### src/design/tpq_pkg.sv
// Shared types and codes for the typed packet queue.
// No dependencies.
package tpq_pkg;

  localparam int VOL_W = 20;

  typedef logic [1:0] status_t;
  localparam status_t ST_OK   = 2'd0;
  localparam status_t ST_FULL = 2'd1;
  localparam status_t ST_MISS = 2'd2;

  typedef struct packed {
    logic        mode;
    logic [15:0] packet_handle;
    logic [15:0] packet_bytes;
    logic [3:0]  packet_type;
    logic        header_ok;
  } req_t;

  typedef struct packed {
    status_t          status;
    logic [15:0]      out_handle;
    logic [15:0]      out_bytes;
    logic [VOL_W-1:0] volume_now;
  } rsp_t;

  // One stored descriptor as held in the slot RAM.
  typedef struct packed {
    logic [15:0] handle;
    logic [15:0] bytes;
    logic [3:0]  ptype;
    logic        hdr_ok;
  } slot_t;

endpackage

### src/design/tpq_req_if.sv
// Valid/ready channel that carries one queue request.
// Depends on tpq_pkg.
interface tpq_req_if;
  import tpq_pkg::*;
  logic valid;
  logic ready;
  req_t data;
  modport source (output valid, output data, input ready);
  modport sink (input valid, input data, output ready);
endinterface

### src/design/tpq_rsp_if.sv
// Valid/ready channel that carries one queue response.
// Depends on tpq_pkg.
interface tpq_rsp_if;
  import tpq_pkg::*;
  logic valid;
  logic ready;
  rsp_t data;
  modport source (output valid, output data, input ready);
  modport sink (input valid, input data, output ready);
endinterface

### src/design/typed_packet_queue_with_volume_limit.sv
// Typed packet queue: descriptors kept in arrival order in one slot RAM, with a
// byte budget. A get walks the RAM through its single read port, one slot per
// cycle: it scans up to the first match and then moves every younger slot down
// by one. A new request is taken while the previous response still waits in the
// output register.
module typed_packet_queue_with_volume_limit #(
  parameter int DEPTH = 16
) (
  input  logic                  clk,
  input  logic                  rst,
  input  logic                  cfg_we,
  input  logic [tpq_pkg::VOL_W-1:0] cfg_wdata,
  tpq_req_if.sink               req,
  tpq_rsp_if.source             rsp
);
  import tpq_pkg::*;

  localparam int AW = (DEPTH > 1) ? $clog2(DEPTH) : 1;
  localparam int CW = $clog2(DEPTH + 1);

  typedef enum logic [1:0] {S_IDLE, S_SCAN, S_SHIFT, S_DONE} state_t;

  state_t           state;
  logic [VOL_W-1:0] max_volume;
  logic [VOL_W-1:0] total_volume;
  logic [CW-1:0]    entry_count;
  logic [AW-1:0]    ptr;
  logic [3:0]       req_type;
  status_t          res_status;
  logic [15:0]      res_handle;
  logic [15:0]      res_bytes;

  logic             ram_we;
  logic [AW-1:0]    ram_waddr;
  slot_t            ram_wdata;
  logic [AW-1:0]    ram_raddr;
  slot_t            ram_rdata;

  logic [CW-1:0]    ptr_inc;
  logic             more;
  logic             hit;
  logic             accept;
  logic [VOL_W:0]   put_sum;
  logic             put_full;
  logic             rsp_load;

  assign accept   = req.valid && req.ready;
  assign req.ready = (state == S_IDLE);
  assign ptr_inc  = CW'(ptr) + CW'(1);
  assign more     = ptr_inc < entry_count;
  assign hit      = ram_rdata.hdr_ok && (ram_rdata.ptype == req_type);
  assign put_sum  = {1'b0, total_volume} + (VOL_W + 1)'(req.data.packet_bytes);
  assign put_full = (entry_count == CW'(DEPTH)) || (put_sum > {1'b0, max_volume});
  assign rsp_load = (state == S_DONE) && (!rsp.valid || rsp.ready);

  always_comb begin
    ram_we    = 1'b0;
    ram_waddr = entry_count[AW-1:0];
    ram_wdata = slot_t'{handle: req.data.packet_handle, bytes: req.data.packet_bytes,
                        ptype: req.data.packet_type, hdr_ok: req.data.header_ok};
    ram_raddr = '0;
    case (state)
      S_IDLE: begin
        ram_we = accept && !req.data.mode && !put_full;
      end
      S_SCAN: begin
        ram_raddr = ptr_inc[AW-1:0];
      end
      S_SHIFT: begin
        ram_raddr = ptr_inc[AW-1:0];
        ram_we    = 1'b1;
        ram_waddr = ptr - AW'(1);
        ram_wdata = ram_rdata;
      end
      default: begin
      end
    endcase
  end

  tpq_ram #(.WIDTH($bits(slot_t)), .DEPTH(DEPTH)) u_slots (
    .clk   (clk),
    .we    (ram_we),
    .waddr (ram_waddr),
    .wdata (ram_wdata),
    .raddr (ram_raddr),
    .rdata (ram_rdata)
  );

  always_ff @(posedge clk) begin
    if (rst) begin
      state        <= S_IDLE;
      max_volume   <= VOL_W'(65535);
      total_volume <= '0;
      entry_count  <= '0;
      rsp.valid    <= 1'b0;
    end else begin
      if (cfg_we) begin
        max_volume <= cfg_wdata;
      end
      if (rsp_load) begin
        rsp.valid <= 1'b1;
      end else if (rsp.ready) begin
        rsp.valid <= 1'b0;
      end
      case (state)
        S_IDLE: begin
          if (accept) begin
            res_handle <= '0;
            res_bytes  <= '0;
            req_type   <= req.data.packet_type;
            ptr        <= '0;
            if (!req.data.mode) begin
              state <= S_DONE;
              if (put_full) begin
                res_status <= ST_FULL;
              end else begin
                res_status   <= ST_OK;
                entry_count  <= entry_count + CW'(1);
                total_volume <= put_sum[VOL_W-1:0];
              end
            end else if (entry_count == '0) begin
              res_status <= ST_MISS;
              state      <= S_DONE;
            end else begin
              state <= S_SCAN;
            end
          end
        end
        S_SCAN: begin
          if (hit) begin
            res_status   <= ST_OK;
            res_handle   <= ram_rdata.handle;
            res_bytes    <= ram_rdata.bytes;
            total_volume <= (total_volume >= VOL_W'(ram_rdata.bytes)) ?
                            total_volume - VOL_W'(ram_rdata.bytes) : '0;
            entry_count  <= entry_count - CW'(1);
            if (more) begin
              ptr   <= ptr_inc[AW-1:0];
              state <= S_SHIFT;
            end else begin
              state <= S_DONE;
            end
          end else if (more) begin
            ptr <= ptr_inc[AW-1:0];
          end else begin
            res_status <= ST_MISS;
            state      <= S_DONE;
          end
        end
        S_SHIFT: begin
          // entry_count is already one lower here, so compare against it plus one
          if (ptr_inc < entry_count + CW'(1)) begin
            ptr <= ptr_inc[AW-1:0];
          end else begin
            state <= S_DONE;
          end
        end
        S_DONE: begin
          // hold the response until the output register is free
          if (rsp_load) begin
            state <= S_IDLE;
          end
        end
        default: state <= S_IDLE;
      endcase
    end
  end

  always_ff @(posedge clk) begin
    if (rsp_load) begin
      rsp.data.status     <= res_status;
      rsp.data.out_handle <= res_handle;
      rsp.data.out_bytes  <= res_bytes;
      rsp.data.volume_now <= total_volume;
    end
  end

  a_count_bound: assert property (@(posedge clk) disable iff (rst)
    entry_count <= CW'(DEPTH))
    else $error("entry count above depth");

  a_count_step: assert property (@(posedge clk) disable iff (rst)
    ##1 (entry_count == $past(entry_count) || entry_count == $past(entry_count) + CW'(1) ||
         entry_count == $past(entry_count) - CW'(1)))
    else $error("entry count moved by more than one");

  a_miss_zero: assert property (@(posedge clk) disable iff (rst)
    (rsp.valid && rsp.data.status != ST_OK) |->
    (rsp.data.out_handle == '0 && rsp.data.out_bytes == '0))
    else $error("failed transfer carries a descriptor");

  a_status_code: assert property (@(posedge clk) disable iff (rst)
    rsp.valid |-> (rsp.data.status == ST_OK || rsp.data.status == ST_FULL ||
                   rsp.data.status == ST_MISS))
    else $error("bad status code");

endmodule

### src/design/tpq_ram.sv
// Generic single-write, single-read RAM with registered read data.
// No dependencies.
module tpq_ram #(
  parameter int WIDTH = 8,
  parameter int DEPTH = 16
) (
  input  logic                     clk,
  input  logic                     we,
  input  logic [$clog2(DEPTH)-1:0] waddr,
  input  logic [WIDTH-1:0]         wdata,
  input  logic [$clog2(DEPTH)-1:0] raddr,
  output logic [WIDTH-1:0]         rdata
);
  logic [WIDTH-1:0] mem [DEPTH];

  always_ff @(posedge clk) begin
    if (we) begin
      mem[waddr] <= wdata;
    end
    rdata <= mem[raddr];
  end
endmodule
### src/flat_wrapper.sv
// flat-port wrapper written by rule: the top's interface ports become plain ports
module typed_packet_queue_with_volume_limit_flat import tpq_pkg::*;
#(
  parameter int DEPTH = 16
)
  (clk, rst, cfg_we, cfg_wdata, req_valid, req_data, req_ready, rsp_valid, rsp_data, rsp_ready);
  tpq_req_if req_i ();
  tpq_rsp_if rsp_i ();
  input  logic clk;
  input  logic rst;
  input  logic cfg_we;
  input  logic [tpq_pkg::VOL_W-1:0] cfg_wdata;
  input wire logic [$bits(req_i.valid)-1:0] req_valid;
  input wire logic [$bits(req_i.data)-1:0] req_data;
  output wire logic [$bits(req_i.ready)-1:0] req_ready;
  output wire logic [$bits(rsp_i.valid)-1:0] rsp_valid;
  output wire logic [$bits(rsp_i.data)-1:0] rsp_data;
  input wire logic [$bits(rsp_i.ready)-1:0] rsp_ready;
  assign req_i.valid = req_valid;
  assign req_i.data = req_data;
  assign req_ready = req_i.ready;
  assign rsp_valid = rsp_i.valid;
  assign rsp_data = rsp_i.data;
  assign rsp_i.ready = rsp_ready;
  typed_packet_queue_with_volume_limit #(.DEPTH(DEPTH)) u_core (.clk(clk), .rst(rst), .cfg_we(cfg_we), .cfg_wdata(cfg_wdata), .req(req_i), .rsp(rsp_i));
endmodule
### config.mk
export PLATFORM = sky130hd
export DESIGN_NAME = typed_packet_queue_with_volume_limit_flat
export DESIGN_NICKNAME = d
export VERILOG_FILES = /design/src/design/tpq_pkg.sv /design/src/design/tpq_req_if.sv /design/src/design/tpq_rsp_if.sv /design/src/design/typed_packet_queue_with_volume_limit.sv /design/src/design/tpq_ram.sv /design/src/flat_wrapper.sv
export SDC_FILE = /design/constraint.sdc
export NUM_CORES = 1
export LEC_CHECK = 0
export ABC_AREA = 1
export BUFFER_PORTS_ARGS = -buffer_cell sky130_fd_sc_hd__buf_2
export CAP_MARGIN = 0
export CORE_ASPECT_RATIO = 0.8
export CORE_MARGIN = 3
export CORE_UTILIZATION = 35
export DETAILED_ROUTE_END_ITERATION = 6
export GPL_TIMING_DRIVEN = 0
export HOLD_SLACK_MARGIN = 0.15
export PLACE_DENSITY = 0.52
export SLEW_MARGIN = 40
export SYNTH_ARGS = -nofsm -noshare
export SYNTH_HDL_FRONTEND = slang
export SYNTH_HIERARCHICAL = 1
export SYNTH_SLANG_ARGS = --single-unit
### constraint.sdc
create_clock -name clk -period 8.4 [get_ports clk]
set_input_delay 1.68 -clock clk [delete_from_list [all_inputs] [get_ports clk]]
set_output_delay 1.68 -clock clk [all_outputs]
set_load 0.05 [all_outputs]
Word-level counts from Yosys, hierarchy flattened
Memories as Yosys holds them, arrays and structs flattened. A register that Yosys moved wholly into a read port is not among the register bits.
Index checks and enable logic that the tools add are counted.
Operators by class
  $add $sub $neg: 6
  $mul: 0
  div/mod/pow operators: 0
  $lt $le $gt $ge: 4
  eq/ne operators: 15
  shift operators: 0
  multiplexer cells: 44
  bitwise logic cells: 1
  reductions and logical operators: 22
Operator list (number)
  $mux W20: 5
  $pmux W16 S2: 2
  $mux W16: 3
  $pmux W20 S2: 1
  $mux W37: 1
  $mux W2: 12
  $add A20 B16 Y21: 1
  $gt A21 B20 Y1: 1
  $ge A20 B16 Y1: 1
  $mux W4: 5
  $mux W5: 4
  $sub A20 B16 Y20: 1
  $reduce_and A5 Y1: 3
  $pmux W4 S3: 1
  $lt A5 B5 Y1: 2
  $pmux W5 S2: 1
  $ne A2 B1 Y1 const B: 4
  $ne A2 B2 Y1 const B: 4
  $pmux W2 S4: 1
  $reduce_and A4 Y1: 2
  $mux W1: 6
  $ne A3 B3 Y1 const B: 2
  $add A4 B1 Y5 const B: 1
  $add A5 B1 Y5 const B: 1
  other kinds (18): 27
Word-level totals
  flip-flop bits (word level): 144
  latch bits: 0
  bits in writable memories: 592
  bits in read-only memories: 0
  bits of input ports: 63
  output and inout bits: 56
  word-level logic and storage cells: 107
  memories kept: 1
Memory list
  u_core.u_slots.mem: depth 16, width 37, rd ports 1, clocked after Yosys merged registers in 1, write ports 1, RTL line tpq_ram.sv:14  | logic [WIDTH-1:0] mem [DEPTH];

Longest topological paths before layout
Gate-level depths: netlist of the first run.
  depth in word-level cells: 8
  mapped depth: 33
  depth with buffers taken out: 32

By module
Netlist of the first run, hierarchy kept.
Modules (own cells, without submodules)
  tpq_ram: times used 1, cells an instance 2446, area an instance 26270.2 sq um, seq. area each 18517.8 sq um
  typed_packet_queue_with_volume_limit: times used 1, cells an instance 1090, area an instance 8730.9 sq um, seq. area each 3843.7 sq um

Worst setup path before layout of the first run
No wires, ideal clock.
  path type: input to register
  start: in req_data[5]
  end: mem u_core/u_slots/mem[12][0] in the netlist's numbering (enable)
  library setup time: 431 ps
  arrival: 6245 ps
  required time: 7969 ps
  path slack: 1724 ps
  stages on the path: 29
  buffers on the path: 0
  cell sequence: ha_1 > inv_1 > fa_1 > inv_1 > nand2_1 > o21ai_2 > nand2_1 > nand2_2 > nand2_1 > nand2_1 > a21oi_1 > inv_1 > nand2_1 > nand2_1 > inv_1 > ha_1 > a21oi_1 > nor2_1 > a211oi_1 > nand2_1 > nand2_1 > nand2_1 > nand2_1 > nand2_1 > nand2_1 > nand2_2 > o31ai_1 > nand3_1 > nor2_1
Between the ends
  cells in the longest elaborated chain, start to end: 8
Ends and longest elaborated chain
  start, declared: RTL line flat_wrapper.sv:14  | input wire logic [$bits(req_i.data)-1:0] req_data;
  $add A20 B16 Y21: RTL line typed_packet_queue_with_volume_limit.sv:52  | assign put_sum = {1'b0, total_volume} + (VOL_W + 1)'(req.data.packet_bytes);
  $gt A21 B20 Y1: RTL line typed_packet_queue_with_volume_limit.sv:53  | assign put_full = (entry_count == CW'(DEPTH)) || (put_sum > {1'b0, max_volume});
  $logic_or A1 B1 Y1: RTL line typed_packet_queue_with_volume_limit.sv:53
  $logic_not A1 Y1: RTL line typed_packet_queue_with_volume_limit.sv:64  | ram_we = accept && !req.data.mode && !put_full;
  $logic_and A1 B1 Y1: RTL line typed_packet_queue_with_volume_limit.sv:64
  $pmux W1 S2: RTL line typed_packet_queue_with_volume_limit.sv:62  | case (state)
  net u_core.ram_we: RTL line typed_packet_queue_with_volume_limit.sv:33  | logic ram_we;
  $mux W1: RTL line tpq_ram.sv:17  | if (we) begin
  $mux W1 (not written as such): RTL line tpq_ram.sv:18  | mem[waddr] <= wdata;
  end, declared: RTL line tpq_ram.sv:14
The timed path passes the listed nets, and every way through them passes these cells.

Final worst setup path of the first run
  start: in req_data[5]
  end: mem u_core/u_slots/mem[2][9] in the netlist's numbering (enable)
The elaborated chain is that of the path after synthesis.

==> results of run 1 <==
-- cells in the final DEF (no fill, tap or decap), types with 10 or more instances in the layout --
cell type and n:
buf_8 24, edfxtp_1 688, nand3b_1 11, clkbuf_2 10, ha_1 68, o21ai_0 58, clkbuf_1 50, buf_4 51
buf_6 30, o21ai_2 18, xnor2_1 18, clkbuf_16 87, buf_2 179, inv_1 605, nand3_1 491, a21oi_1 91
nor2_4 16, clkinv_2 10, dfxtp_1 85, xor2_1 20, clkinv_1 16, buf_16 26, nor2_1 79, nand2_1 1065
-- worst max path at each step --
stage / from / end / slack, ns / depth (start not counted)
floorplan: req_data[5] / u_core/u_slots/mem[12][0]$_DFFE_PP_ / 1.72 / 29
global placement: req_data[5] / u_core/u_slots/mem[14][0]$_DFFE_PP_ / -1.76 / 25
detailed placement: req_data[5] / u_core/u_slots/mem[2][0]$_DFFE_PP_ / 0.97 / 27
CTS: req_data[5] / u_core/u_slots/mem[2][9]$_DFFE_PP_ / 1.63 / 27
global route: req_data[5] / u_core/u_slots/mem[2][10]$_DFFE_PP_ / 1.21 / 27
finish: req_data[5] / u_core/u_slots/mem[2][9]$_DFFE_PP_ / 1.56 / 27
-- registers in the layout, summed over array words and instances, names as in the netlist, 5 cells and up --
| name | flops |
|---|---|
| u_core/max_volume | 20 |
| u_core/res_handle | 16 |
| u_core/rsp.data | 54 |
| u_core/res_bytes | 16 |
| u_core/u_slots/mem | 592 |
| u_core/total_volume | 20 |
| u_core/u_slots/rdata | 37 |
| u_core/entry_count | 5 |
-- metal layers --
metal / vias up / track usage / wire length [µm]
met2: 956 / 0.322 / 48500
met1: 12200 / 0.321 / 52600
met4: 0 / 0.0536 / 2580
li1: 12100 / - / -
met3: 152 / 0.0295 / 8220
met5: - / 0 / 0
-- final cells by class --
type                    instances  share of cell area
well taps                    1312              0.0397
flip-flops and latches        773               0.540
repair buffers                192              0.0446
clock buffers                 120              0.0575
multi-input cells            1998               0.232
plain buffers                 156              0.0243
clock inverters                35             0.00653
inverters                     609              0.0554
-- through the flow --
step,hold slack [ns],cells
2_1_floorplan,0.400,3536
3_3_place_gp,0.403,4966
3_5_place_dp,0.405,5040
4_1_cts,0.417,5195
5_1_grt,0.423,5195
6_report,0.415,5195
-- logic make-up after synthesis --
kind of cell | share of synthesized area
adder cells (fa/ha/maj) | 0.0255
AO/OA/AOI/OAI | 0.0306
XOR/XNOR | 0.00951
flip-flops | 0.639
buffers and inverters | 0.0936
AND/OR/NAND/NOR | 0.202
-- where the power goes --
part / internal (W) / leakage, nW / switching, W
logic: 0.00207 / 9.91 / 0.00530
registers: 0.00515 / 6.95 / 0.000225
clock network: 0.00206 / 1.29 / 0.00152
total: 0.00929 / 18.2 / 0.00705
==> results summary, run 1 <==
The run finished with clean final reports. Across the VDD grid, the largest voltage drop is 0.261 mV. The buffer depth of the longest clock path is 3.

The worst setup skew after layout came out at approximately 0.029 ns. The floorplan has 103 rows. After layout, the minimum clock period comes to 6.84 ns.

The number of I/O pins came out at around 120. The most used flip-flop cell after synthesis is edfxtp_1. The routed via count divided by cell count came out at 4.89. The CTS H-tree depth is 3. The count of flip-flops with a built-in enable after synthesis is 688. The max-slew headroom at the worst pin came out at 0.392.

The CTS tree is done. The number of warnings printed during yosys synthesis is 6. The max-capacitance violation count is 0.

The floorplan die width is 360 µm. The biggest area contributor in the post-synthesis netlist is edfxtp_1. The placeable core region is 99000 µm².

From synthesis to final layout, the design area changed by 18.2%. The distinct cell type count after synthesis is between 40 and 50. The number of sinks handled by clock tree synthesis came out at 773. From bottom edge to top edge, the die measures 289 µm. The category of the worst setup path launch point is a primary input.

The number of DRC violations after detailed-routing iteration 0 came out at 2838. The actual transition at the worst max-transition pin came out at ~0.91 ns. The share of cells above drive strength 1 came out at 0.125. The final critical-path share of the clock period came out at 0.814. The peak per-stage delay on the critical path is 0.65 ns.

The most common cell in the synthesized netlist is nand2_1. The net count of the mapped netlist came out at 3669. The achievable clock frequency came out at 146 MHz. The sequential cell area in the final layout is 22400 µm². After clock tree synthesis, the clock-pin slew on the worst setup and hold paths is 0.06 ns.

The post-route total power came out at 0.0163 W. The number of design rule violations left after detail routing came out at 0. The setup slack of the most critical reg-to-reg path is roughly 2.3 ns. The sequential-to-total area share from yosys stat came out at 0.639. The share of synthesized area in the top cell type comes to 0.590.

Post-CTS repair changed the size of 0 cells. The number of antenna violations at the first check in global routing came out at 1. The final worst slack came out at 1.56 ns. The category of the worst setup path capture point is a flop. Once layout is complete, the utilization of the core stands at 0.418.

After routing, the total negative slack on setup checks comes to 0 ns. The post-synthesis instance area is 35000 µm². The power per unit of standard cell area is 395 nW/µm². The arrival time reported for the critical path endpoint is approximately 7.2 ns. The final-stage net count is 3947. The worst setup path is of the primary input to flop kind.

The instance count of the mapped netlist is 3536. The worst setup slack before clock tree synthesis came out at 0.971 ns. The average instance area after synthesis is 9.90 µm². The antenna diode count is 0.

In this run the cell area measured after placement is around 39000 µm². The type of the tightest min-delay check is flop to flop. The number of max-slew violations in the final report came out at 0. The fraction of registers with async set/reset is 0. The overall overflow remaining after global route is 0. During placement, the flow inserted port buffers numbering about 120. The multi-input gate area in the final layout came out at 9590 µm².

The cell depth of the worst min-delay path is 0. The largest net degree at the start of global routing came out at 17. The weighted congestion reported at the end of routability-driven placement came out at 0.906. The starting utilization of the core area is 0.354. The final-report setup violation count came out at 0. The final design instance area without fill is 41400 µm². The required time of the worst setup path is 8.74 ns. The TritonCTS buffer count came out at 84. For hold timing, the worst endpoint is u_core/rsp.data[39]$_DFFE_PP_. Sorting the synthesized cells by how often they occur yields nand2_1 (1065), edfxtp_1 (688), inv_1 (605). The hold path startpoint is u_core/res_handle[3]$_SDFFCE_PN0P_. The count of endpoints failing hold in the final timing report is 0. Setup repair after global routing left no endpoint under its margin. The post-detailed-route wirelength per cell is roughly 22 µm. Detailed placement finished with a half-perimeter wire length of 78.9 mm. The length of the first detailed-routing pass in iterations came out at 5. The number of buffers and inverters on the critical path is 7.

The wire length of the first global-routing pass came out at approximately 160 mm. By area the synthesized netlist is led by edfxtp_1 (59%), nand2_1 (11%), nand3_1 (7.0%). The clock reaches the later pin of the worst-skew pair after 0.65 ns. The count of nets left with antenna violations after detail routing is 0.

In this run the critical register-to-register path is launched from u_core/total_volume[0]$_SDFFE_PP0P_. The critical path's top delay family is simple AND/OR/NAND/NOR gates. For this design, the slowest cell found on the critical path is o31ai_1. The endpoint identified for the worst register-to-register timing path is u_core/u_slots/mem[2][9]$_DFFE_PP_.

The largest fanout on the critical path came out at 14. The path depth of the worst reg2reg path came out at 26. The leakage component of the power came out at ~18 nW. Summing over every cut layer, the via total after detailed routing is 25400.

The hold-fix buffer count after cts is 0. The clock root buffer is clkbuf_16. After detailed routing, the total wire length is 112 mm. The number of global-route vias before repair came to roughly 23000.

The fill cell total of the finished layout came out at around 9500. The number of buffers inserted to repair setup after CTS is 0. The count of state elements after synthesis came out at 773. The total routing usage reported by global routing came out at 0.212. The die area came out at 104000 µm². The most numerous cell type found on the critical path is nand2_1.
(Power assumes the default switching activity.)
==> run 2: changes to the inputs <==
- ABC_AREA: 1 -> 0
- PLACE_DENSITY: 0.52 -> 0.54
- clock period: 8.4 -> 5.9 ns (I/O delays scaled with it)
==> run 2 against run 1 <==
Compared with the run above:
- clock power up 45%
- area after synthesis down 11%
- sequential share of layout area up 5.2 points
- clock skew about the same
- register-to-register slack worse by 1.9 ns
- hold slack worse by 0.0015 ns
- non-clock buffer count down 62
- critical path depth down 7
- largest power group is now sequential cells
==> results summary, run 2 <==
The die outline height is 273 µm (-5.5%). The clock-pin slew of the registers on the worst-case setup and hold paths came out at 0.06 ns (about the same). The total routing usage reported by global routing is 0.174 (-0.0386). The count of endpoints failing hold in the final timing report came out at 0 (unchanged). The cell sitting at the root of the clock tree is a clkbuf_16. The average instance area after synthesis is 17.8 µm² (+80%). The power per unit of standard cell area came to 523 nW/µm² (+32%).

The max-capacitance violation count is 0 (unchanged). The mux contribution to synthesized area came to 0.122 (+0.122). The final-stage net count came to 2177 (-45%). The number of I/O pins came out at 119 (unchanged).

The number of design rule violations left after detail routing came out at 0 (unchanged). The weighted congestion reported at the end of routability-driven placement came to 0.869 (-4.1%). The placeable core region is 88000 µm² (-11%). The routed via count came out at 17300 (-32%). The adder-cell area share of the yosys netlist came to 0.0286 (+0.00310).

The largest fanout on the critical path is 12 (-2). The final cell utilization of the core was 0.429 (+0.0111). The die area was 92800 µm² (-11%).

The CTS H-tree depth came out at 3 (unchanged). The multi-input gate area in the final layout was 8650 µm² (-9.8%). The leakage component of the power came out at 12.8 nW (-30%). The post-detailed-route wirelength per cell came out at 24.4 µm (+13%). In the final layout, the registers with the most flip-flops are u_core/u_slots/mem: 592 flops, u_core/rsp.data: 54 flops, u_core/u_slots/rdata: 37 flops. The overall overflow remaining after global route is 0 (unchanged). The number of flip-flops under the largest register name came out at 592 (unchanged). The number of warnings printed during yosys synthesis is 6 (unchanged).

The fraction of the mapped netlist area in compound gates came to 0.0595 (+0.0288). The category of the worst setup path launch point is a primary input. The achievable clock frequency came out at around 170 MHz. The number of sinks handled by clock tree synthesis is 773 (unchanged). The worst-case hold slack is 0.413 ns (-0.00151 ns). The share of cells above drive strength 1 was 0.292 (+0.167). The total detailed-routing wirelength is 80.6 mm (-28%). The max-slew headroom at the worst pin is 0.428 (+0.0360). The post-synthesis instance area is 31200 µm² (-11%).

Among all flip-flop cells after synthesis, the most frequent one is edfxtp_1. The run finished with clean final reports. The largest net degree at the start of global routing is 21 (+4). The final design instance area without fill came out at 37800 µm² (-8.7%). The category of the worst setup path capture point is a flop. The starting utilization of the core area came out at 0.355 (+0.000947). The worst ir drop on vdd is 0.225 mV (-14%). The final-report setup violation count came out at 0 (unchanged).

The number of max-slew violations in the final report is 0 (unchanged). The fill cell total of the finished layout came to 7634 (-20%). The simple-gate area share of the yosys netlist is 0.0415 (-0.161). The critical path class is primary input to flop. The actual transition at the worst max-transition pin is 0.857 ns (-0.0549 ns). The count of nets left with antenna violations after detail routing came out at 0 (unchanged). The HPWL after detailed placement came out at 56.2 mm (-29%). The area of placed instances came to 34600 µm² (-11%). The number of input and output port buffers inserted came out at 116 (-1.7%). The number of DRC violations after detailed-routing iteration 0 is 1520 (-46%). The routed via count divided by cell count is 5.24 (+7.3%).

The largest register by flop count is u_core/u_slots/mem. The instance count of the mapped netlist is 1755 (-50%). The sequential-to-total area share from yosys stat came out at 0.717 (+0.0778). The wire length of the first global-routing pass came out at 119 mm (-26%). The length of the first detailed-routing pass in iterations came out at 5 (unchanged). The xor-xnor portion of the synthesized cell area came to 0.0121 (+0.00256). The required time of the worst setup path came out at 6.23 ns (-2.51 ns). The arrival time reported for the critical path endpoint came out at 6.06 ns (-1.12 ns).

In the layout the commonest cells are edfxtp_1 (688), mux4_2 (148), buf_2 (129), dfxtp_1 (85), nand2_1 (83). The signed area change from the synthesized netlist to the final layout is 21.0%. The sequential cell area in the final layout came to 22400 µm² (unchanged). The number of antenna violations at the first check in global routing is 3 (+2). Leaving out fill and tap cells, the most frequent cell in the layout is edfxtp_1. The count of state elements after synthesis is 773 (unchanged). The TritonCTS buffer count came out at 79 (-6.0%). The latest clock arrival within the worst-skew pair is 0.64 ns (about the same). The buffer depth of the longest clock path came out at 3 (unchanged). The number of global-route vias before repair came out at 17600 (-24%). The count of flip-flops with a built-in enable after synthesis is 688 (unchanged). Ranked by total cell area, the synthesized netlist is headed by edfxtp_1 (66%), mux4_2 (11%), dfxtp_1 (5.5%).

TritonCTS built the clock tree. The most common cell in the synthesized netlist is edfxtp_1. The commonest cells after synthesis are edfxtp_1 (688), mux4_2 (148), dfxtp_1 (85). The worst setup skew after layout is 0.0284 ns (-0.000419 ns). The fraction of registers with async set/reset was 0 (unchanged). The share of Yosys cell area claimed by the top area cell type is 0.662 (+0.0719). The distinct cell type count after synthesis came out at 65 (+51%). The net count of the mapped netlist is 1888 (-49%). The placement row count was 97 (-5.8%). The floorplan die width was 340 µm (-5.5%). The minimum clock period is 5.73 ns.

Of all cell types, the one taking the most synthesized area is edfxtp_1. The min-delay analysis places its worst path in the category flop to flop. The final critical-path share of the clock period is 0.972. The largest family of logic cells by synthesized area is multiplexers.
## run 2: cell type report
type                            instances  area share
Inverter                               61     0.00606
Buffer                                 78      0.0106
Multi-Input combinational cell        843       0.229
Clock inverter                         53      0.0175
Clock buffer                           94      0.0555
Tap cell                             1188      0.0394
Timing Repair Buffer                  208      0.0497
Sequential cell                       773       0.592
Antenna cell                            1   0.0000663
## run 2: critical path, stage by stage
cell      delay [ns]
buf_2           0.14
ha_1            0.29
or4_1           0.48
o22ai_4         0.25
a21oi_4         0.15
a211oi_4        0.39
nor2_2          0.08
xor2_1          0.16
ha_2            0.19
or4_4           0.50
or2_0           0.24
a21oi_2         0.19
nor2_4          0.07
or3_4           0.42
o21bai_4        0.18
or3b_4          0.47
buf_4           0.17
nor2_4          0.12
buf_12          0.15
buf_8           0.20
## run 2: routing by layer
| metal | track usage | vias to the layer above | share of wire |
|---|---|---|---|
| met4 | 0.0466 | 0 | 0.023 |
| li1 | - | 7614 | - |
| met5 | 0 | - | 0 |
| met3 | 0.0309 | 115 | 0.061 |
| met1 | 0.254 | 8979 | 0.46 |
| met2 | 0.269 | 583 | 0.45 |
## run 2: kinds of logic after synthesis
family                   count (synthesis)
AO/OA/AOI/OAI                          264
adder cells (fa/ha/maj)                 70
AND/OR/NAND/NOR                        275
XOR/XNOR                                43
flip-flops                             773
buffers and inverters                  139
multiplexers                           191
## run 2: metrics by stage
step,total power (W),setup TNS (ns),cells,setup WS [ns]
after CTS,0.0199,0,3291,0.00281
after global routing,0.0208,-0.0880,3299,-0.0176
after detailed placement,0.0145,-492.15,3122,-1.34
final,0.0197,0,3299,0.168
after floorplan,0.0121,-29.34,1755,-0.312
after global placement,0.0142,-1071.03,3059,-2.36
## run 2: path summary, 6_finish.rpt
kind	start	to	slack, ns	cells after the start
worst max register to register	u_core/total_volume[1]$_SDFFE_PP0P_	u_core/u_slots/mem[2][1]$_DFFE_PP_	0.42	20
worst min-delay path	u_core/res_handle[4]$_SDFFCE_PN0P_	u_core/rsp.data[40]$_DFFE_PP_	0.41	0
worst max-delay path	req_data[12]	u_core/u_slots/mem[2][1]$_DFFE_PP_	0.17	20
worst min register to register	u_core/res_handle[4]$_SDFFCE_PN0P_	u_core/rsp.data[40]$_DFFE_PP_	0.41	0
## run 2: where the power goes
part | switching (W) | internal, W | total [W]
combinational | 0.00434 | 0.00282 | 0.00716
clock | 0.00215 | 0.00306 | 0.00521
sequential | 0.000282 | 0.00709 | 0.00737
## run 2: timing repair
| item | 4_1_cts | 5_1_grt |
|---|---|---|
| setup endpoints to repair | 476 | 292 |
| cloned | 0 | 0 |
| gates resized for setup | 10 | 20 |
| pin swaps | 12 | 10 |
| buffers inserted | 22 | 7 |
| hold buffers | 0 | 0 |
